[src/hdl/hcan_pkg.sv]
// Package for the helix closest-approach block: widths, fixed-point constants, command
// and status types shared by the controller and the datapath, and the multiply schedule.
// No dependencies.
package hcan_pkg;

  localparam int POS_W         = 48;
  localparam int DIFF_W        = 49;
  localparam int ANG_W         = 32;
  localparam int THETA_W       = 30;
  localparam int ITER_W        = 10;
  localparam int PREC_W        = 28;
  localparam int STATUS_W      = 2;
  localparam int CFG_IDX_W     = 8;
  localparam int CFG_DATA_W    = 32;

  localparam int CORDIC_STAGES = 28;
  localparam int STG_W         = 5;
  localparam int CW            = 34;
  localparam int ATAN_W        = 30;

  localparam int ACC_W         = 63;
  localparam int MAG_W         = 60;
  localparam int OPB_W         = 32;
  localparam int PROD_W        = 64;
  localparam int WIDE_W        = 73;
  localparam int DIV_Q_W       = 33;
  localparam int DIV_CNT_W     = 6;

  localparam int NUM_MULS      = 9;
  localparam int MUL_IDX_W     = 4;

  localparam logic [CFG_IDX_W-1:0] CFG_MAX_ITER  = 8'd0;
  localparam logic [CFG_IDX_W-1:0] CFG_STEP_PREC = 8'd1;
  localparam logic [ITER_W-1:0]    MAX_ITER_RST  = 10'd20;
  localparam logic [PREC_W-1:0]    STEP_PREC_RST = 28'd1;

  localparam logic signed [CW-1:0] ANG_PI       = 34'sd843314857;
  localparam logic signed [CW-1:0] ANG_TWO_PI   = 34'sd1686629713;
  localparam logic signed [CW-1:0] ANG_HALF_PI  = 34'sd421657428;
  localparam logic signed [CW-1:0] CORDIC_GAIN  = 34'sd652032874;

  localparam logic [MAG_W-1:0]      SAT_MAG_U  = '1;
  localparam logic signed [ACC_W-1:0] SAT_MAG  = 63'sd1152921504606846975;
  localparam logic [DIV_Q_W-1:0]    COT_MAX_Q  = 33'd2147483647;
  localparam logic [DIV_Q_W-1:0]    STEP_MAX_Q = 33'd4294967296;
  localparam logic signed [ANG_W-1:0] COT_MAX  = 32'sh7FFFFFFF;
  localparam logic signed [CW-1:0]  PHI_HI     = 34'sd2147483647;
  localparam logic signed [CW-1:0]  PHI_LO     = -34'sd2147483648;

  typedef logic signed [POS_W-1:0]  pos_t;
  typedef logic signed [DIFF_W-1:0] diff_t;
  typedef logic signed [ANG_W-1:0]  ang_t;
  typedef logic signed [CW-1:0]     cw_t;
  typedef logic signed [ACC_W-1:0]  acc_t;

  typedef enum logic [1:0] {
    ST_CONVERGED = 2'd0,
    ST_NEG_D2    = 2'd1,
    ST_NOT_CONV  = 2'd2
  } res_status_e;

  typedef enum logic [3:0] {
    CMD_NONE,
    CMD_LOAD,
    CMD_COR_THETA,
    CMD_COR_PHI,
    CMD_COR_STEP,
    CMD_COT_START,
    CMD_DIV_STEP,
    CMD_COT_STORE,
    CMD_MUL_HI,
    CMD_MUL_LO,
    CMD_MUL_FIN,
    CMD_MUL_ACC,
    CMD_STEP_START,
    CMD_STEP_STORE,
    CMD_PHI_UPDATE,
    CMD_FINISH
  } dp_cmd_e;

  typedef enum logic [4:0] {
    S_IDLE,
    S_LOAD_T,
    S_COR_T,
    S_COT,
    S_COT_DIV,
    S_COT_STORE,
    S_LOAD_P,
    S_COR_P,
    S_LOOP,
    S_MUL_HI,
    S_MUL_LO,
    S_MUL_FIN,
    S_MUL_ACC,
    S_CHECK,
    S_STEP_DIV,
    S_STEP_STORE,
    S_UPDATE,
    S_CONV,
    S_FINISH
  } fsm_state_e;

  typedef enum logic [1:0] {A_RHO, A_T, A_DX, A_DY} a_sel_e;
  typedef enum logic [1:0] {B_PHI, B_COT, B_COS, B_SIN} b_sel_e;
  typedef enum logic [1:0] {SH_20, SH_28, SH_30} shift_e;
  typedef enum logic [2:0] {
    D_T_SET, D_T_DZ, D_A_SET, D_A_ADD, D_A_SAT, D_B_NEG, D_B_ADD, D_B_SAT
  } dst_e;

  typedef struct packed {
    a_sel_e a;
    b_sel_e b;
    shift_e sh;
    dst_e   dst;
  } mul_op_t;

  typedef struct packed {
    dp_cmd_e              cmd;
    logic [MUL_IDX_W-1:0] mul_idx;
    res_status_e          status;
  } dp_ctrl_t;

  typedef struct packed {
    logic cor_last;
    logic div_last;
    logic st_zero;
    logic skip_div;
    logic neg_d2;
    logic converged;
    logic n_at_max;
  } dp_stat_t;

  // Multiply schedule of one Newton step; A and B are built up term by term.
  function automatic mul_op_t mul_op(input logic [MUL_IDX_W-1:0] idx);
    mul_op_t op;
    case (idx)
      4'd0:    op = '{A_RHO, B_PHI, SH_28, D_T_SET};
      4'd1:    op = '{A_T,   B_COT, SH_20, D_T_DZ};
      4'd2:    op = '{A_DX,  B_COS, SH_30, D_A_SET};
      4'd3:    op = '{A_DY,  B_SIN, SH_30, D_A_ADD};
      4'd4:    op = '{A_T,   B_COT, SH_20, D_A_SAT};
      4'd5:    op = '{A_DX,  B_SIN, SH_30, D_B_NEG};
      4'd6:    op = '{A_DY,  B_COS, SH_30, D_B_ADD};
      4'd7:    op = '{A_RHO, B_COT, SH_20, D_T_SET};
      4'd8:    op = '{A_T,   B_COT, SH_20, D_B_SAT};
      default: op = '{A_RHO, B_PHI, SH_28, D_T_SET};
    endcase
    return op;
  endfunction

  function automatic acc_t sat_acc(input acc_t v);
    acc_t r;
    r = v;
    if (v > SAT_MAG) begin
      r = SAT_MAG;
    end else if (v < -SAT_MAG) begin
      r = -SAT_MAG;
    end
    return r;
  endfunction

  function automatic logic [ATAN_W-1:0] atan_q(input logic [STG_W-1:0] i);
    logic [ATAN_W-1:0] v;
    case (i)
      5'd0:    v = 30'd843314856;
      5'd1:    v = 30'd497837829;
      5'd2:    v = 30'd263043836;
      5'd3:    v = 30'd133525158;
      5'd4:    v = 30'd67021686;
      5'd5:    v = 30'd33543515;
      5'd6:    v = 30'd16775850;
      5'd7:    v = 30'd8388437;
      5'd8:    v = 30'd4194282;
      5'd9:    v = 30'd2097149;
      5'd10:   v = 30'd1048575;
      5'd11:   v = 30'd524287;
      5'd12:   v = 30'd262143;
      5'd13:   v = 30'd131071;
      5'd14:   v = 30'd65535;
      5'd15:   v = 30'd32767;
      5'd16:   v = 30'd16383;
      5'd17:   v = 30'd8191;
      5'd18:   v = 30'd4095;
      5'd19:   v = 30'd2047;
      5'd20:   v = 30'd1023;
      5'd21:   v = 30'd511;
      5'd22:   v = 30'd255;
      5'd23:   v = 30'd127;
      5'd24:   v = 30'd63;
      5'd25:   v = 30'd31;
      5'd26:   v = 30'd15;
      5'd27:   v = 30'd7;
      5'd28:   v = 30'd3;
      5'd29:   v = 30'd1;
      default: v = 30'd0;
    endcase
    return v;
  endfunction

endpackage

[src/hdl/hcan_ctrl.sv]
// Sequencer of the helix closest-approach block: walks CORDIC, division, multiply and
// update phases and owns the item handshakes. Depends on hcan_pkg.
module hcan_ctrl import hcan_pkg::*; (
  input  logic     clk_i,
  input  logic     rst_ni,
  input  logic     in_valid_i,
  output logic     in_ready_o,
  output logic     out_valid_o,
  input  logic     out_ready_i,
  input  dp_stat_t stat_i,
  output dp_ctrl_t ctrl_o
);

  fsm_state_e           state_q, state_d;
  logic [MUL_IDX_W-1:0] idx_q, idx_d;
  res_status_e          fst_q, fst_d;
  logic                 out_valid_q, out_valid_d;
  logic                 fin;

  always_ff @(posedge clk_i or negedge rst_ni) begin
    if (!rst_ni) begin
      state_q     <= S_IDLE;
      idx_q       <= '0;
      fst_q       <= ST_NOT_CONV;
      out_valid_q <= 1'b0;
    end else begin
      state_q     <= state_d;
      idx_q       <= idx_d;
      fst_q       <= fst_d;
      out_valid_q <= out_valid_d;
    end
  end

  always_comb begin
    state_d        = state_q;
    idx_d          = idx_q;
    fst_d          = fst_q;
    in_ready_o     = 1'b0;
    fin            = 1'b0;
    ctrl_o.cmd     = CMD_NONE;
    ctrl_o.mul_idx = idx_q;
    ctrl_o.status  = fst_q;
    case (state_q)
      S_IDLE: begin
        in_ready_o = 1'b1;
        if (in_valid_i) begin
          ctrl_o.cmd = CMD_LOAD;
          state_d    = S_LOAD_T;
        end
      end
      S_LOAD_T: begin
        ctrl_o.cmd = CMD_COR_THETA;
        state_d    = S_COR_T;
      end
      S_COR_T: begin
        ctrl_o.cmd = CMD_COR_STEP;
        if (stat_i.cor_last) begin
          state_d = S_COT;
        end
      end
      S_COT: begin
        // A zero sine sets the cotangent directly and skips the division.
        ctrl_o.cmd = CMD_COT_START;
        state_d    = stat_i.st_zero ? S_LOAD_P : S_COT_DIV;
      end
      S_COT_DIV: begin
        ctrl_o.cmd = CMD_DIV_STEP;
        if (stat_i.div_last) begin
          state_d = S_COT_STORE;
        end
      end
      S_COT_STORE: begin
        ctrl_o.cmd = CMD_COT_STORE;
        state_d    = S_LOAD_P;
      end
      S_LOAD_P: begin
        ctrl_o.cmd = CMD_COR_PHI;
        state_d    = S_COR_P;
      end
      S_COR_P: begin
        ctrl_o.cmd = CMD_COR_STEP;
        if (stat_i.cor_last) begin
          state_d = S_LOOP;
        end
      end
      S_LOOP: begin
        if (stat_i.n_at_max) begin
          fst_d   = ST_NOT_CONV;
          state_d = S_FINISH;
        end else begin
          idx_d   = '0;
          state_d = S_MUL_HI;
        end
      end
      S_MUL_HI: begin
        ctrl_o.cmd = CMD_MUL_HI;
        state_d    = S_MUL_LO;
      end
      S_MUL_LO: begin
        ctrl_o.cmd = CMD_MUL_LO;
        state_d    = S_MUL_FIN;
      end
      S_MUL_FIN: begin
        ctrl_o.cmd = CMD_MUL_FIN;
        state_d    = S_MUL_ACC;
      end
      S_MUL_ACC: begin
        ctrl_o.cmd = CMD_MUL_ACC;
        if (idx_q == MUL_IDX_W'(NUM_MULS - 1)) begin
          state_d = S_CHECK;
        end else begin
          idx_d   = idx_q + 1'b1;
          state_d = S_MUL_HI;
        end
      end
      S_CHECK: begin
        if (stat_i.neg_d2) begin
          fst_d   = ST_NEG_D2;
          state_d = S_FINISH;
        end else begin
          ctrl_o.cmd = CMD_STEP_START;
          state_d    = stat_i.skip_div ? S_UPDATE : S_STEP_DIV;
        end
      end
      S_STEP_DIV: begin
        ctrl_o.cmd = CMD_DIV_STEP;
        if (stat_i.div_last) begin
          state_d = S_STEP_STORE;
        end
      end
      S_STEP_STORE: begin
        ctrl_o.cmd = CMD_STEP_STORE;
        state_d    = S_UPDATE;
      end
      S_UPDATE: begin
        ctrl_o.cmd = CMD_PHI_UPDATE;
        state_d    = S_CONV;
      end
      S_CONV: begin
        if (stat_i.converged) begin
          fst_d   = ST_CONVERGED;
          state_d = S_FINISH;
        end else begin
          state_d = S_LOAD_P;
        end
      end
      S_FINISH: begin
        // Wait until the previous result has left the output register.
        if (!out_valid_q || out_ready_i) begin
          ctrl_o.cmd = CMD_FINISH;
          fin        = 1'b1;
          state_d    = S_IDLE;
        end
      end
      default: begin
        state_d = S_IDLE;
      end
    endcase
  end

  always_comb begin
    out_valid_d = out_valid_q;
    if (out_valid_q && out_ready_i) begin
      out_valid_d = 1'b0;
    end
    if (fin) begin
      out_valid_d = 1'b1;
    end
  end

  assign out_valid_o = out_valid_q;

endmodule

[config.mk]
export PLATFORM = sky130hd
export DESIGN_NAME = hcan_ctrl
export DESIGN_NICKNAME = d
export VERILOG_FILES = /design/src/hdl/hcan_pkg.sv /design/src/hdl/hcan_ctrl.sv
export SDC_FILE = /design/constraint.sdc
export NUM_CORES = 1
export LEC_CHECK = 0
export CAP_MARGIN = 20
export CORE_MARGIN = 5
export CORE_UTILIZATION = 55
export DETAILED_ROUTE_END_ITERATION = 7
export DONT_BUFFER_PORTS = 1
export GPL_ROUTABILITY_DRIVEN = 0
export MAX_ROUTING_LAYER = met4
export PLACE_DENSITY_LB_ADDON = 0.08
export SLEW_MARGIN = 0
export SYNTH_ARGS = -nofsm -noshare
export SYNTH_HDL_FRONTEND = slang
export SYNTH_SLANG_ARGS = --single-unit
[constraint.sdc]
create_clock -name clk_i -period 2 [get_ports clk_i]
set_clock_uncertainty 0.15 [all_clocks]
set_input_delay 0.3 -clock clk_i [delete_from_list [all_inputs] [get_ports clk_i]]
set_output_delay 0.3 -clock clk_i [all_outputs]
set_load 0.01 [all_outputs]
==> results.sh <==
export IMPL_min_period_over_period_pct=104
export IMPL_critPathArrivalTime_ns=1.62
export IMPL_die_area_um2=3250
export IMPL_critical_path_class="flop to primary output"
export IMPL_synth_area_leaders="dfrtp_1, nand2_1, buf_6"
export IMPL_critPathMaxFanout=7
export IMPL_cpPeakStageDelay_ns=0.48
export IMPL_grt_usage_pct=27.6
export IMPL_critPathCaptureType="primary output"
export IMPL_async_flop_share_pct=100
export IMPL_finalPower_uw=2730
export IMPL_yosysWarnings=0
export IMPL_clk_latency_ns=0.29
export IMPL_grt_overflow=0
export IMPL_synth_top_area_cell="dfrtp_1"
export IMPL_synth_area_per_cell_um2=8.45
export IMPL_power_density_nw_per_um2=1620
export IMPL_cts_root_buf="clkbuf_4"
export IMPL_crit_family="flip-flops"
export IMPL_cts_buffer_depth=2
export IMPL_fmax_mhz=483
export IMPL_cts_tree="done"
export IMPL_fp_coreArea_um2=2170
export IMPL_grt_pass1_wl_um=6780
export IMPL_nets=198
export IMPL_cts_sinks=12
export IMPL_drive_above_1_share_pct=44.6
export IMPL_synthCells=144
export IMPL_via_per_inst=6.50
export IMPL_die_x_um=57.0
export IMPL_irDropWorstVdd_mv=1.09
export IMPL_grt_max_degree=14
export IMPL_synth_edf_count=0
export IMPL_ios=23
export IMPL_fin_crit_ns=2.07
export IMPL_portBuffers=0
export IMPL_synth_net_count=157
export IMPL_synth_cell_area_um2=1220
export IMPL_rsz0062_at_grt="yes"
export IMPL_outcome="complete, but fails checks"
export IMPL_yosys_cell_types_count=53
export IMPL_dp_hpwl_um=2650
export IMPL_routedWlPerCell_um=19.6
export IMPL_cts_made_buffers=3
export IMPL_synth_top_area_share_pct=22.6
export IMPL_drt_iter0_markers=66
export IMPL_synth_top_flop_cell="dfrtp_1"
export IMPL_num_antenna_cells=0
export IMPL_worst_slew_pin_slew_ns=0.592
export IMPL_path_clk_slew_ns=0.10
export IMPL_vias=1377
export IMPL_post_route_util_pct=77.7
export IMPL_setup_tns_ns=-0.310
export IMPL_hp_class="input port to flop"
export IMPL_cp_slowest_cell="dfrtp_2"
export IMPL_crit_chain="nand2b_4, mux2_2, o32a_1, o22ai_1, buf_4"
export IMPL_yosysSeqAreaShare_pct=24.8
export IMPL_routed_wl_um=4160
export IMPL_p_leak_uw=0.000739
export IMPL_grt_pass1_vias=1346
export IMPL_finalHoldViolCount=0
export IMPL_finalSetupViolations=7
export IMPL_ant_nets=0
export IMPL_drcViolationCount=0
export IMPL_syn_to_final_growth_pct=38.4
export IMPL_layout_setup_ws_ns=-0.0722
export IMPL_first_pass_iters=4
export IMPL_crit_required_ns=1.55
export IMPL_worstPathBufferInverterCount=1
export IMPL_synth_seq_cells=12
export IMPL_htree_num_levels=1
export IMPL_crit_path_start_kind="flop"
export IMPL_maxCapViolCount=0
export IMPL_slew_viol_final=0
export IMPL_num_rows=17
export IMPL_die_h_um=57.0
export IMPL_maxSlewHeadroom_pct=60.4
export IMPL_grt_antenna_before_repair=0
export IMPL_start_util_pct=56.1
export IMPL_violations="negative setup slack"
## metal layers
metal  track usage, %  part of all wire, %
met5                -                    0
met4             15.9                  4.8
met3             4.75                  6.9
met2             44.7                   49
met1             32.1                   40
## report_power, final
part           internal [uW]  switching [uW]  total [uW]
Combinational           1040             992        2040
Clock                   77.5            92.8         170
Sequential               349             177         526
## cells by family (layout without fill, tap and decap cells)
family                     Yosys count  after routing  synth area share [%]
and+or+nand+nor                     61             61                  30.5
AOI/OAI and AO/OA                   39             39                  24.9
buffers and inverters               21             61                  10.2
DFF                                 12             12                  24.8
xor gates and xnor gates             5              5                  4.21
muxes                                4              4                  3.39
adders and majority gates            2              2                  2.06
## cell type report
type | instances | area (um2)
Multi-Input combinational cell | 111 | 901
Tap cell | 28 | 35.0
Timing Repair Buffer | 46 | 374
Inverter | 11 | 41.3
Fill cell | 152 | 484
Clock buffer | 4 | 26.3
Sequential cell | 12 | 308
## synth_stat cells (2+ instances only)
library cell and number:
nand2b_1 4, inv_1 11, and2_1 2, xnor2_1 3, o22ai_1 2, mux2i_1 3
a32oi_1 3, nor3b_1 2, nor2_1 8, o32a_1 3, and3_1 2, o21ai_0 5
nor4b_2 2, buf_4 3, a31oi_1 6, buf_6 4, ha_1 2, nor3_1 4
a21oi_1 3, a22o_1 3, buf_2 3, dfrtp_1 11, nor4_1 2, nor2b_1 6
o21ai_1 2, nand3_1 6, nand2_1 13
## cells in the final DEF (no fill, tap or decap), types with 3 or more instances in the layout
master and count:
buf_4 38, nand2_1 12, inv_1 11, nor2_1 8, buf_6 7, nand3_1 6, dfrtp_1 6, a31oi_1 5
dfrtp_2 5, nor2b_1 4, o21ai_0 4, a21oi_1 3, o32a_1 3, a32oi_1 3, mux2i_1 3, nor3_1 3
a22o_1 3, clkbuf_4 3
## final timing paths
kind,start,to,slack (ns),depth (start not counted)
min in group asynchronous,rst_ni,idx_q[2]$_DFFE_PN0P_,0.29,1
max in group asynchronous,rst_ni,state_q[0]$_DFFE_PN0P_,0.96,1
worst min-delay path,stat_i[0],fst_q[1]$_DFFE_PN1P_,0.03,2
worst max-delay path,state_q[2]$_DFFE_PN0P_,ctrl_o[7],-0.07,5
worst max register to register,state_q[2]$_DFFE_PN0P_,fst_q[0]$_DFFE_PN0P_,-0.03,6
worst min register to register,fst_q[1]$_DFFE_PN1P_,fst_q[1]$_DFFE_PN1P_,0.35,2
## timing repair
item                                    CTS  global route
hold endpoints to repair                 12             0
buffers inserted                         15             5
hold buffers                              1             0
endpoints found under the setup margin    4            13
pin swaps                                 9             4
resized for setup                        27             9
## sequential cells by signal, indices dropped and copies added (netlist names)
register,flops
fst_q,2
idx_q,4
out_valid_o,1
state_q,5
## per-stage QoR
step	setup slack (ns)	hold WS, ns	instance area, um2	instances
final	-0.0722	0.0285	1690	212
after global routing	-0.148	0.0308	1690	212
after CTS	-0.0484	0.0272	1610	207
after detailed placement	0.0412	-0.145	1370	188
after global placement	0.0740	-0.145	1370	188
after floorplan	0.205	-0.146	1220	144
No activity file was read; power rests on OpenSTA's default activity.
